File: config.mk
export PLATFORM = sky130hd
export DESIGN_NAME = cbq_front
export DESIGN_NICKNAME = d
export VERILOG_FILES = /design/src/hw/rtl/cbq_pkg.sv /design/src/hw/rtl/cbq_front.sv
export SDC_FILE = /design/constraint.sdc
export NUM_CORES = 1
export LEC_CHECK = 0
export BUFFER_PORTS_ARGS = -buffer_cell sky130_fd_sc_hd__buf_2
export CORE_MARGIN = 4
export CORE_UTILIZATION = 56
export DETAILED_ROUTE_END_ITERATION = 16
export PLACE_DENSITY = 0.95
export SLEW_MARGIN = 20
export SYNTH_ARGS = -nofsm -noshare
export SYNTH_HDL_FRONTEND = slang
export SYNTH_SLANG_ARGS = --single-unit
File: constraint.sdc
create_clock -name clk_i -period 7.9 [get_ports clk_i]
set_input_delay 0.395 -clock clk_i [delete_from_list [all_inputs] [get_ports clk_i]]
set_output_delay 0.395 -clock clk_i [all_outputs]
set_load 0.03 [all_outputs]
File: src/hw/rtl/cbq_pkg.sv
// Package for the client byte quota table: item types, request kinds, engine states,
// register indexes and reset values.
// It depends on nothing; the top level, the front end and the engine use it.
package cbq_pkg;

  localparam int unsigned AddrW  = 32;
  localparam int unsigned BytesW = 32;
  localparam int unsigned TimerW = 4;
  localparam int unsigned ModeW  = 2;
  localparam int unsigned CfgW   = 32;

  // Configuration register indexes
  localparam logic CFG_THRESHOLD = 1'b0;
  localparam logic CFG_RELOAD    = 1'b1;

  localparam logic [BytesW-1:0] THRESHOLD_RST = 32'd1048576;
  localparam logic [TimerW-1:0] RELOAD_RST    = 4'd10;

  // Mode codes on the input stream
  localparam logic [ModeW-1:0] MODE_ADD     = 2'd0;
  localparam logic [ModeW-1:0] MODE_CHECK   = 2'd1;
  localparam logic [ModeW-1:0] MODE_RELEASE = 2'd2;

  typedef enum logic [1:0] {
    KIND_ADD,
    KIND_CHECK,
    KIND_RELEASE,
    KIND_NONE
  } cbq_kind_e;

  typedef struct packed {
    cbq_kind_e         kind;
    logic [AddrW-1:0]  addr;
    logic [BytesW-1:0] bytes;
  } cbq_item_t;

  typedef struct packed {
    logic over_limit;
    logic table_full;
  } cbq_result_t;

  typedef enum logic [1:0] {
    ST_IDLE,
    ST_SCAN,
    ST_CALC,
    ST_WRITE
  } cbq_state_e;

endpackage

File: src/hw/rtl/cbq_front.sv
// Front end of the client byte quota table: accepts stream transfers, decodes the mode
// and holds up to two classified items for the lookup engine.
// Depends on cbq_pkg.
module cbq_front (
  input  logic                         clk_i,
  input  logic                         rst_ni,
  input  logic                         in_valid_i,
  output logic                         in_ready_o,
  input  logic [cbq_pkg::ModeW-1:0]    in_mode_i,
  input  logic [cbq_pkg::AddrW-1:0]    in_addr_i,
  input  logic [cbq_pkg::BytesW-1:0]   in_bytes_i,
  output logic                         item_valid_o,
  input  logic                         item_pop_i,
  output cbq_pkg::cbq_item_t           item_o
);

  cbq_pkg::cbq_item_t fifo_q [2];
  cbq_pkg::cbq_item_t item_in;
  logic               wr_ptr_q, wr_ptr_d;
  logic               rd_ptr_q, rd_ptr_d;
  logic [1:0]         count_q, count_d;
  logic               push, pop;

  // Classify the request
  always_comb begin
    item_in.addr  = in_addr_i;
    item_in.bytes = in_bytes_i;
    unique case (in_mode_i)
      cbq_pkg::MODE_ADD:     item_in.kind = cbq_pkg::KIND_ADD;
      cbq_pkg::MODE_CHECK:   item_in.kind = cbq_pkg::KIND_CHECK;
      cbq_pkg::MODE_RELEASE: item_in.kind = cbq_pkg::KIND_RELEASE;
      default:               item_in.kind = cbq_pkg::KIND_NONE;
    endcase
  end

  assign in_ready_o   = (count_q != 2'd2);
  assign item_valid_o = (count_q != 2'd0);
  assign item_o       = fifo_q[rd_ptr_q];
  assign push         = in_valid_i && in_ready_o;
  assign pop          = item_pop_i && item_valid_o;

  always_comb begin
    wr_ptr_d = push ? ~wr_ptr_q : wr_ptr_q;
    rd_ptr_d = pop ? ~rd_ptr_q : rd_ptr_q;
    count_d  = count_q + {1'b0, push} - {1'b0, pop};
  end

  always_ff @(posedge clk_i or negedge rst_ni) begin
    if (!rst_ni) begin
      wr_ptr_q <= 1'b0;
      rd_ptr_q <= 1'b0;
      count_q  <= 2'd0;
    end else begin
      wr_ptr_q <= wr_ptr_d;
      rd_ptr_q <= rd_ptr_d;
      count_q  <= count_d;
    end
  end

  always_ff @(posedge clk_i) begin
    if (push) begin
      fifo_q[wr_ptr_q] <= item_in;
    end
  end

endmodule

==> key figures <==
STA
  • Relative slew margins: 30.0%
  • Actual transition at the worst max-transition pin: 1050 ps
  • Final TNS setup: 0 ps
  • RSZ-0062 raised after global routing: no
  • Setup violations, final: 0
  • Max Freq: 0.373 GHz
  • Final hold vios: 0
  • Hold WS: roughly 85 ps
  • Tcrit/Tclk final: 33.9%
  • Clk_skew: around 9.0 ps
  • Slew Limit Fails: 0
  • Final Critical Period: roughly 2700 ps

Global route
  • GRT Total Usage: 17.4%
  • Initial antenna violation count: 0
  • First-pass GRT wire length: 13.6 mm
  • Largest net degree at the start of global routing: 68
  • Vias in the first global route: 2713
  • Overflow after GRT: 0

Clock tree
  • CTS buffer count: 17
  • Clock latency on the worst-skew pair: 500 ps
  • Post-cts sizing count: 0
  • CTS tree: done
  • Clk buf depth: 2
  • Htree depth: 4
  • Clock slew at the register clock pins of the worst setup and hold paths: 60 ps
  • CTS Sinks: around 140
  • Root buf cell: clkbuf_8

Logic synthesis
  • Sequential area share after synthesis: 80.0%
  • Syn. warnings: 0
  • Top-area cell type share of the netlist area: 78.0%
  • Syn Nets: 296
  • Count leader, synth: edfxtp_1
  • Synth cell count leaders: edfxtp_1 (132), mux2_2 (36), mux2_4 (30)
  • Syn Inst Count: 224
  • Area of the mapped netlist: 5080 um^2
  • Post-synthesis register bit count: 136
  • Largest area contributor in the netlist: edfxtp_1
  • Ys flop type: edfxtp_1
  • Async SR Flop Fraction: 2.94%
  • EDFF count, synth: 132
  • Synth top area cells: edfxtp_1 (78%), mux2_4 (8.9%), mux2_2 (8.0%)
  • Syn Area/Cell: roughly 23 um^2
  • Unique masters post-synth: 18

Worst setup path
  • Bufs and invs on worst path: 1
  • Critical Path RT: 7510 ps
  • CP arrival: 2280 ps
  • CP max stage cell: dfrtp_4
  • Setup crit end kind: output pin
  • Crit-path cells: mux2_2 > buf_2
  • Critical Path Start Type: register
  • Worst path max stage delay: roughly 1100 ps
  • CP Max Fanout: between 60 and 70
  • Worst setup path class: reg -> out
  • CP delay by family, top: flip-flops

Job
  • # Max-Cap Violations: 0

Die
  • Ports: ~140
  • Total core area: about 9000 um^2
  • FP Rows: 34
  • Starting density of the core: 58.0%
  • Die X: slightly above 100 um
  • Full die area: 10700 um^2
  • Die Y: 103 um

Final layout
  • Nets@finish: between 400 and 500
  • Final core utilization: 74.2%
  • Final std cells w/o fill: between 400 and 500
  • # fillers: 525
  • Area Growth Syn to Fin: 28.1%
  • Inserted Diodes: 0
  • Ratio of cells with drive above 1 in the final layout: between 60% and 70%

Placed design
  • Post-DP HPWL: between 5 and 6 mm
  • RD Place Congestion: 0.687
  • DP Cell Count: ~460
  • IO buf count: 137

Routing
  • WL final: 8.93 mm
  • Vias: 2548
  • WL/cell: 18.1 um
  • Vias/cell: 5.16
  • DRC violation count after routing: 0
  • First-pass iteration count of the detailed router: 4
  • Initial drt markers: 114
  • Post-DRT Antenna Nets: 0

Power
  • Sw Share: 33.0%
  • Cell-internal power: 1.89 mW
  • Pwr Total: 2.82 mW
  • Peak VDD IR: 0.000425 V
  • Combinational share of power: 31.2%
  • Flop pwr share: approximately two fifths
  • Power Dens Cells: between 400 and 500 nW/um^2
  • Clock power share: 29.4%
  • Switching power: 932 uW
  • Leak pwr: 2.56 nW

Status
  • Run status: complete, no violations

Worst hold path
  • Hold WC Path Type: in -> reg
[cell usage in the layout, fill, tap and decap left out]
master	count
clkbuf_1	2
clkinv_2	3
or2_1	1
nand2b_1	1
mux2_4	30
and2_1	1
nand2_1	1
ha_1	2
dfrtp_4	1
mux2_2	36
buf_4	1
inv_1	1
clkbuf_16	16
dlygate4sd3_1	1
dfrtp_1	3
xnor2_1	3
nor2_4	1
edfxtp_1	132
inv_6	1
xor2_1	1
and3_4	1
clkinv_4	2
bufinv_16	5
buf_2	137
clkinvlp_4	1
clkbuf_8	2
[stage by stage]
| stage | cell area, um^2 | setup slack (ps) |
|---|---|---|
| after floorplan | 5080 | 3800 |
| after global placement | 5860 | 5770 |
| after detailed placement | 5860 | 5780 |
| after CTS | 6500 | 5220 |
| after global routing | 6500 | 5160 |
| final | 6500 | 5220 |
[power groups by stage]
| stage | registers [mW] | logic (mW) | clock network (mW) |
|---|---|---|---|
| 2_1_floorplan | 1.04 | 0.748 | 0 |
| 3_3_place_gp | 1.11 | 0.872 | 0 |
| 3_5_place_dp | 1.13 | 0.888 | 0 |
| 4_1_cts | 1.12 | 0.894 | 0.848 |
| 5_1_grt | 1.13 | 0.931 | 0.881 |
| 6_report | 1.11 | 0.881 | 0.830 |
[area by class of cell]
type | instances | area [um^2] | area share (%)
Sequential cell | 136 | 4070 | 62.5
Clock buffer | 20 | 435 | 6.69
Inverter | 1 | 3.75 | 0.0577
Clock inverter | 12 | 199 | 3.06
Multi-Input combinational cell | 78 | 961 | 14.8
Tap cell | 108 | 135 | 2.08
Timing Repair Buffer | 139 | 703 | 10.8
[cells by family after synthesis]
kind of cell | after synthesis | share of synthesized area (%)
flip-flops | 136 | 80.0
multiplexers | 66 | 16.8
buffers and inverters | 10 | 1.33
AND/OR/NAND/NOR | 6 | 0.641
XOR/XNOR | 4 | 0.690
adder cells (fa/ha/maj) | 2 | 0.493
[worst reg2reg max path, stage by stage, from the launching register on]
cell and delay, ps:
dfrtp_1 420, nand2b_1 140, nand2_1 180, nor2_4 130
buf_4 710
[layer usage]
| metal | GRT usage [%] | share of wire, % | vias to the layer above |
|---|---|---|---|
| met4 | 6.37 | 0.75 | 0 |
| met3 | 5.70 | 6.3 | 7 |
| met1 | 20.1 | 38 | 1273 |
| met2 | 30.3 | 55 | 88 |
| met5 | 0 | 0 | - |
| li1 | - | - | 1180 |
[final timing paths]
path | slack (ps) | cells after the start | endpoint | start
max | 5220 | 2 | item_o[20] | rd_ptr_q$_DFFE_PN0P_
min | 90 | 1 | fifo_q[1][17]$_DFFE_PP_ | in_bytes_i[17]
max reg2reg | 5920 | 4 | fifo_q[0][3]$_DFFE_PP_ | count_q[1]$_DFF_PN0_
min reg2reg | 540 | 1 | count_q[0]$_DFF_PN0_ | count_q[0]$_DFF_PN0_
max in group asynchronous | 7520 | 2 | rd_ptr_q$_DFFE_PN0P_ | rst_ni
min in group asynchronous | 230 | 2 | count_q[0]$_DFF_PN0_ | rst_ni
[timing repair]
| item | in CTS | in global routing |
|---|---|---|
| buffers inserted | 0 | 0 |
| endpoints found under the hold margin | 4 | 0 |
| hold buffers | 1 | 0 |
[sequential cells by signal, indices dropped and copies added (netlist names)]
name and flops:
count_q 2, wr_ptr_q 1, fifo_q 132, rd_ptr_q 1
Note: power is estimated with default switching activity, not from simulation.
