==> config.mk <==
export PLATFORM = sky130hd
export DESIGN_NAME = cbq_engine
export DESIGN_NICKNAME = d
export VERILOG_FILES = /design/src/hw/rtl/cbq_pkg.sv /design/src/hw/rtl/cbq_engine.sv
export SDC_FILE = /design/constraint.sdc
export NUM_CORES = 2
export LEC_CHECK = 0
export ABC_CLOCK_PERIOD_IN_PS = 6150
export BUFFER_PORTS_ARGS = -buffer_cell sky130_fd_sc_hd__buf_2
export CAP_MARGIN = 20
export CORE_MARGIN = 2
export CORE_UTILIZATION = 33
export DETAILED_ROUTE_END_ITERATION = 8
export PLACE_DENSITY = 0.57
export SETUP_SLACK_MARGIN = 0.02
export SYNTH_ARGS = -nofsm -noshare
export SYNTH_HDL_FRONTEND = slang
export SYNTH_MEMORY_MAX_BITS = 65536
export SYNTH_SLANG_ARGS = --single-unit
==> constraint.sdc <==
create_clock -name clk_i -period 6.15 [get_ports clk_i]
set_clock_uncertainty 0.15 [all_clocks]
set_input_delay 1.23 -clock clk_i [delete_from_list [all_inputs] [get_ports clk_i]]
set_output_delay 1.23 -clock clk_i [all_outputs]
set_load 0.01 [all_outputs]
==> src/hw/rtl/cbq_pkg.sv <==
// Package for the client byte quota table: item types, request kinds, engine states,
// register indexes and reset values.
// It depends on nothing; the top level, the front end and the engine use it.
package cbq_pkg;

  localparam int unsigned AddrW  = 32;
  localparam int unsigned BytesW = 32;
  localparam int unsigned TimerW = 4;
  localparam int unsigned ModeW  = 2;
  localparam int unsigned CfgW   = 32;

  // Configuration register indexes
  localparam logic CFG_THRESHOLD = 1'b0;
  localparam logic CFG_RELOAD    = 1'b1;

  localparam logic [BytesW-1:0] THRESHOLD_RST = 32'd1048576;
  localparam logic [TimerW-1:0] RELOAD_RST    = 4'd10;

  // Mode codes on the input stream
  localparam logic [ModeW-1:0] MODE_ADD     = 2'd0;
  localparam logic [ModeW-1:0] MODE_CHECK   = 2'd1;
  localparam logic [ModeW-1:0] MODE_RELEASE = 2'd2;

  typedef enum logic [1:0] {
    KIND_ADD,
    KIND_CHECK,
    KIND_RELEASE,
    KIND_NONE
  } cbq_kind_e;

  typedef struct packed {
    cbq_kind_e         kind;
    logic [AddrW-1:0]  addr;
    logic [BytesW-1:0] bytes;
  } cbq_item_t;

  typedef struct packed {
    logic over_limit;
    logic table_full;
  } cbq_result_t;

  typedef enum logic [1:0] {
    ST_IDLE,
    ST_SCAN,
    ST_CALC,
    ST_WRITE
  } cbq_state_e;

endpackage

==> src/hw/rtl/cbq_engine.sv <==
// Back end of the client byte quota table: scans the client table one slot a cycle,
// updates the matching or a free slot and registers the result.
// Depends on cbq_pkg.
module cbq_engine #(
  parameter int unsigned TABLE_ENTRIES = 64
) (
  input  logic                        clk_i,
  input  logic                        rst_ni,
  input  logic                        item_valid_i,
  output logic                        item_pop_o,
  input  cbq_pkg::cbq_item_t          item_i,
  input  logic [cbq_pkg::BytesW-1:0]  threshold_i,
  input  logic [cbq_pkg::TimerW-1:0]  reload_i,
  output logic                        res_valid_o,
  input  logic                        res_ready_i,
  output cbq_pkg::cbq_result_t        res_o
);

  localparam int unsigned IdxW = $clog2(TABLE_ENTRIES);
  localparam logic [IdxW:0] CntEnd = (IdxW+1)'(TABLE_ENTRIES);

  // Table storage
  logic [cbq_pkg::AddrW-1:0]  addr_mem  [TABLE_ENTRIES];
  logic [cbq_pkg::BytesW-1:0] bytes_mem [TABLE_ENTRIES];
  logic [cbq_pkg::TimerW-1:0] timer_mem [TABLE_ENTRIES];
  logic [TABLE_ENTRIES-1:0]   valid_q;

  cbq_pkg::cbq_state_e        state_q, state_d;
  cbq_pkg::cbq_item_t         cur_q, cur_d;
  logic [IdxW:0]              cnt_q, cnt_d;
  logic                       rd_live_q, rd_live_d;
  logic [IdxW-1:0]            rd_idx_q;
  logic [cbq_pkg::AddrW-1:0]  rd_addr_q;
  logic [cbq_pkg::BytesW-1:0] rd_bytes_q;
  logic [cbq_pkg::TimerW-1:0] rd_timer_q;
  logic                       hit_q, hit_d;
  logic [IdxW-1:0]            slot_q, slot_d;
  logic [cbq_pkg::BytesW-1:0] hb_q, hb_d;
  logic [cbq_pkg::TimerW-1:0] ht_q, ht_d;
  logic                       free_q, free_d;
  logic [IdxW-1:0]            free_idx_q, free_idx_d;
  logic [cbq_pkg::BytesW-1:0] arith_q, arith_d;
  logic                       res_valid_q, res_valid_d;
  cbq_pkg::cbq_result_t       res_q, res_d;

  logic                       issue;
  logic [cbq_pkg::BytesW:0]   sum;
  logic [IdxW-1:0]            wr_idx;
  logic                       addr_we, bytes_we, timer_we, valid_set, valid_clr;
  logic [cbq_pkg::BytesW-1:0] bytes_wd;
  logic [cbq_pkg::TimerW-1:0] timer_wd;

  assign issue       = (state_q == cbq_pkg::ST_SCAN) && (cnt_q != CntEnd);
  assign sum         = {1'b0, hb_q} + {1'b0, cur_q.bytes};
  assign res_valid_o = res_valid_q;
  assign res_o       = res_q;

  always_comb begin
    state_d     = state_q;
    cur_d       = cur_q;
    cnt_d       = cnt_q;
    rd_live_d   = issue;
    hit_d       = hit_q;
    slot_d      = slot_q;
    hb_d        = hb_q;
    ht_d        = ht_q;
    free_d      = free_q;
    free_idx_d  = free_idx_q;
    arith_d     = arith_q;
    res_valid_d = res_valid_q && !res_ready_i;
    res_d       = res_q;
    item_pop_o  = 1'b0;
    wr_idx      = slot_q;
    addr_we     = 1'b0;
    bytes_we    = 1'b0;
    bytes_wd    = arith_q;
    timer_we    = 1'b0;
    timer_wd    = reload_i;
    valid_set   = 1'b0;
    valid_clr   = 1'b0;

    unique case (state_q)
      cbq_pkg::ST_IDLE: begin
        // Take the next item once the result slot is free or draining
        if (item_valid_i && (!res_valid_q || res_ready_i)) begin
          item_pop_o = 1'b1;
          cur_d      = item_i;
          cnt_d      = '0;
          hit_d      = 1'b0;
          free_d     = 1'b0;
          state_d    = cbq_pkg::ST_SCAN;
        end
      end
      cbq_pkg::ST_SCAN: begin
        if (issue) begin
          cnt_d = cnt_q + 1'b1;
        end
        if (rd_live_q && valid_q[rd_idx_q] && (rd_addr_q == cur_q.addr)) begin
          hit_d   = 1'b1;
          slot_d  = rd_idx_q;
          hb_d    = rd_bytes_q;
          ht_d    = rd_timer_q;
          state_d = cbq_pkg::ST_CALC;
        end else begin
          if (rd_live_q && !valid_q[rd_idx_q] && !free_q) begin
            free_d     = 1'b1;
            free_idx_d = rd_idx_q;
          end
          if (!rd_live_q && (cnt_q == CntEnd)) begin
            state_d = cbq_pkg::ST_CALC;
          end
        end
      end
      cbq_pkg::ST_CALC: begin
        // Saturating add for add mode, floor-at-zero subtract for release
        if (cur_q.kind == cbq_pkg::KIND_ADD) begin
          arith_d = sum[cbq_pkg::BytesW] ? '1 : sum[cbq_pkg::BytesW-1:0];
        end else begin
          arith_d = (cur_q.bytes >= hb_q) ? '0 : hb_q - cur_q.bytes;
        end
        state_d = cbq_pkg::ST_WRITE;
      end
      cbq_pkg::ST_WRITE: begin
        res_d       = '0;
        res_valid_d = 1'b1;
        state_d     = cbq_pkg::ST_IDLE;
        unique case (cur_q.kind)
          cbq_pkg::KIND_ADD: begin
            if (hit_q) begin
              bytes_we = 1'b1;
              timer_we = (arith_q > threshold_i);
            end else if (free_q) begin
              wr_idx    = free_idx_q;
              valid_set = 1'b1;
              addr_we   = 1'b1;
              bytes_we  = 1'b1;
              bytes_wd  = cur_q.bytes;
              timer_we  = 1'b1;
              timer_wd  = '0;
            end else begin
              res_d.table_full = 1'b1;
            end
          end
          cbq_pkg::KIND_CHECK: begin
            if (hit_q) begin
              if (ht_q != '0) begin
                timer_we         = 1'b1;
                res_d.over_limit = 1'b1;
              end else begin
                res_d.over_limit = (hb_q > threshold_i);
              end
            end
          end
          cbq_pkg::KIND_RELEASE: begin
            if (hit_q) begin
              bytes_we  = 1'b1;
              valid_clr = (arith_q == '0);
            end
          end
          default: begin
          end
        endcase
      end
      default: state_d = cbq_pkg::ST_IDLE;
    endcase
  end

  always_ff @(posedge clk_i or negedge rst_ni) begin
    if (!rst_ni) begin
      state_q     <= cbq_pkg::ST_IDLE;
      rd_live_q   <= 1'b0;
      res_valid_q <= 1'b0;
      valid_q     <= '0;
    end else begin
      state_q     <= state_d;
      rd_live_q   <= rd_live_d;
      res_valid_q <= res_valid_d;
      if (valid_set) begin
        valid_q[wr_idx] <= 1'b1;
      end else if (valid_clr) begin
        valid_q[wr_idx] <= 1'b0;
      end
    end
  end

  always_ff @(posedge clk_i) begin
    cur_q      <= cur_d;
    cnt_q      <= cnt_d;
    hit_q      <= hit_d;
    slot_q     <= slot_d;
    hb_q       <= hb_d;
    ht_q       <= ht_d;
    free_q     <= free_d;
    free_idx_q <= free_idx_d;
    arith_q    <= arith_d;
    res_q      <= res_d;
  end

  // Table memories: one write and one registered read per cycle
  always_ff @(posedge clk_i) begin
    rd_idx_q   <= cnt_q[IdxW-1:0];
    rd_addr_q  <= addr_mem[cnt_q[IdxW-1:0]];
    rd_bytes_q <= bytes_mem[cnt_q[IdxW-1:0]];
    rd_timer_q <= timer_mem[cnt_q[IdxW-1:0]];
    if (addr_we) begin
      addr_mem[wr_idx] <= cur_q.addr;
    end
    if (bytes_we) begin
      bytes_mem[wr_idx] <= bytes_wd;
    end
    if (timer_we) begin
      timer_mem[wr_idx] <= timer_wd;
    end
  end

endmodule

==> results.sh <==
export IMPL_crit_path_end_kind="flop"
export IMPL_max_slew_margin_pct=9.328
export IMPL_numPortBuffers=109
export IMPL_synth_top_family_by_area="multiplexers"
export IMPL_initial_core_util_pct=33.18
export IMPL_dieArea_um2=558200
export IMPL_wl_per_cell_um=31.75
export IMPL_synthMuxAreaShare_pct=16.65
export IMPL_startpoint_type="flop"
export IMPL_hold_slack_ns=0.1928
export IMPL_ys_warnings_count=0
export IMPL_p_int_w=0.04986
export IMPL_crit_path_cell_trace="ha_1 > nand2b_1 > nor3_4 > buf_16 > mux2i_1 > buf_4 > and2_1 > nand2_1 > nor2_4 > buf_4"
export IMPL_hold_path_class="in2reg"
export IMPL_nFillCells=49110
export IMPL_io_pins=110
export IMPL_netlist_area_um2=182200
export IMPL_grt_pass1_wl_um=731700
export IMPL_fin_crit_ns=4.703
export IMPL_path_class="reg2reg"
export IMPL_cts_tree="yes"
export IMPL_finalSetupTns_ns=0
export IMPL_slew_violations=0
export IMPL_place_hpwl_um=324700
export IMPL_critPathRequiredTime_ns=6.69
export IMPL_synth_async_reset_ratio_pct=1.462
export IMPL_vias_per_cell=5.546
export IMPL_drive_gt1_share_pct=27.25
export IMPL_htree_levels=5
export IMPL_power_switching_w=0.01228
export IMPL_synth_simple_gate_area_share_pct=1.793
export IMPL_ys_flop_type="edfxtp_1"
export IMPL_multi_input_area_um2=42470
export IMPL_nets=9173
export IMPL_power_density_nw_per_um2=296.8
export IMPL_yosysSeqAreaShare_pct=76.05
export IMPL_setup_viol=0
export IMPL_clock_sinks=4651
export IMPL_regArea_um2=138600
export IMPL_syn2layout_area_growth_pct=14.87
export IMPL_drv_cap=0
export IMPL_synth_edf_count=4509
export IMPL_grt_overflow=0
export IMPL_slowest_stage="nor2_4"
export IMPL_first_global_vias=90910
export IMPL_pwr_share_comb_pct=0.3
export IMPL_postRouteAntennaNets=0
export IMPL_die_width_um=747.1
export IMPL_synth_fa_ha_area_share_pct=0.9489
export IMPL_final_cells=16600
export IMPL_p_sw_share_pct=19.76
export IMPL_drt_initial_drc_count=12840
export IMPL_drc=0
export IMPL_cts_repair_resized=0
export IMPL_num_rows=272
export IMPL_cts_buffer_depth=4
export IMPL_fmax_ghz=0.2126
export IMPL_grt_max_degree=122
export IMPL_first_pass_iters=6
export IMPL_gr_usage_all_layers_pct=18.31
export IMPL_syn_nets=8751
export IMPL_path_max_fanout=26
export IMPL_cp_data_arrival_time_ns=5.25
export IMPL_cts_root_buf="clkbuf_16"
export IMPL_clk_latency_ns=1.06
export IMPL_synth_compound_area_share_pct=3.058
export IMPL_ys_ff_latch=4651
export IMPL_gp_congestion=0.8669
export IMPL_path_common_cell="buf_4"
export IMPL_clkPwrFrac_pct=44.6
export IMPL_synth_cell_types=80
export IMPL_max_stage_delay_ns=1.06
export IMPL_core_area_um2=549300
export IMPL_rsz0062_at_grt="false"
export IMPL_power_frac_seq_pct=55.1
export IMPL_p_leak_nw=63.99
export IMPL_syn_area_per_cell_um2=21.42
export IMPL_die_h_um=747.1
export IMPL_fin_crit_sh_pct=76.47
export IMPL_wl_um=527000
export IMPL_vias=92060
export IMPL_finalHoldViolations=0
export IMPL_path_clk_slew_ns=0.07
export IMPL_antenna_found_initial=42
export IMPL_tightest_slew_ns=1.360
export IMPL_ir_worst_vdd_uv=266.8
export IMPL_dp_cells=15730
export IMPL_final_cell_mix="4509 x edfxtp_1, 1192 x mux4_2, 455 x clkbuf_16"
export IMPL_cts_made_buffers=443
export IMPL_status="completed"
export IMPL_syn_inst=8508
export IMPL_synthXorXnorAreaFrac_pct=0.1874
export IMPL_final_common_cell="edfxtp_1"
-- worst paths after layout --
kind / to / depth (start not counted) / from / slack (ns)
min in group asynchronous: res_valid_o / 2 / rst_ni / 0.45
max: addr_mem[27][12] / 10 / state_q[1] / 1.45
min: cur_q[27] / 1 / item_i[27] / 0.19
max reg2reg: addr_mem[27][12] / 10 / state_q[1] / 1.45
max in group asynchronous: async pin / 3 / rst_ni / 4.21
min reg2reg: hb_q[26] / 0 / rd_bytes_q[26] / 0.25
-- metrics by stage --
step	total power (W)	area [um2]	util (%)	worst slack, ns
after floorplan	0.03497	182200	-	1.189
after global placement	0.03508	193800	35.28	1.057
after detailed placement	0.03508	194200	35.36	0.9544
after CTS	0.06255	208900	38.04	0.9000
after global routing	0.06367	209300	38.10	1.283
final	0.06214	209300	38.11	1.447
-- synthesized netlist by cell type, drive strengths merged (34+ instances only) --
cell type  instances  area, um2
dfxtp             74       1481
nand2            194      728.2
buf              205      969.7
a21o              34      255.2
nand4             36      225.2
nor2             293       1100
mux2i            285       2853
mux2              34      382.9
a211oi            47      365.3
a21oi            206       1035
o221ai            95      832.1
edfxtp          4509     135400
xnor2             34      297.8
o22ai             78      488.0
ha               135       1689
inv              108      405.4
clkbuf           269       1010
o21ai            211       1056
dfrtp             68       1702
mux4            1202      27110
-- per-layer routing --
layer	share of wire, %	vias to the layer above	GRT usage [%]
met4	3.1	4	5.167
li1	-	36700	-
met1	41	50130	26.14
met5	0.0040	-	0
met3	9.0	692	3.461
met2	47	4534	28.71
-- cells by family (layout without fill, tap and decap cells) --
kind of cell | Yosys count | after routing
AO/OA/AOI/OAI | 854 | 854
XOR/XNOR | 39 | 39
adder cells (fa/ha/maj) | 137 | 137
buffers and inverters | 583 | 1386
flip-flops | 4651 | 4651
multiplexers | 1521 | 1521
other | 0 | 27
AND/OR/NAND/NOR | 723 | 723
-- layout make-up --
type	count	share of cell area, %
Sequential cell	4651	66.21
Multi-Input combinational cell	3274	20.29
Clock buffer	534	5.615
Tap cell	7261	4.340
Timing Repair Buffer	451	1.902
Clock inverter	292	1.415
Inverter	109	0.2026
Antenna cell	27	0.03228
-- sequential cells by signal, indices dropped and copies added, names as in the netlist, 2 cells and up, named ones only --
name,count
addr_mem,2048
arith_q,32
bytes_mem,2048
cnt_q,7
cur_q,66
free_idx_q,6
hb_q,32
ht_q,4
rd_addr_q,32
rd_bytes_q,32
rd_idx_q,6
rd_timer_q,4
res_o,2
slot_q,6
state_q,2
timer_mem,256
-- critical path, delay by kind of cell (launching register included) --
family	cells	cell delay, ns
flops	1	0.40
fa+ha+maj	1	0.30
simple gates	5	2.50
buf+inv	3	0.70
mux	1	0.20
-- repair_timing --
action | 4_1_cts | 5_1_grt
setup buffers | 0 | 0
hold endpoints to repair | 4 | 0
endpoints found under the setup margin | 0 | 0
hold buffers | 1 | 0
-- power groups by stage --
| stage | Clock, W | Sequential [W] | Combinational, W |
|---|---|---|---|
| 5_1_grt | 0.0293 | 0.0342 | 0.000178 |
| 3_5_place_dp | 0 | 0.0349 | 0.000165 |
| 2_1_floorplan | 0 | 0.0349 | 0.0000547 |
| 6_report | 0.0277 | 0.0342 | 0.000166 |
| 4_1_cts | 0.0281 | 0.0342 | 0.000167 |
| 3_3_place_gp | 0 | 0.0349 | 0.000162 |
Power figures use the tool's default switching activity.
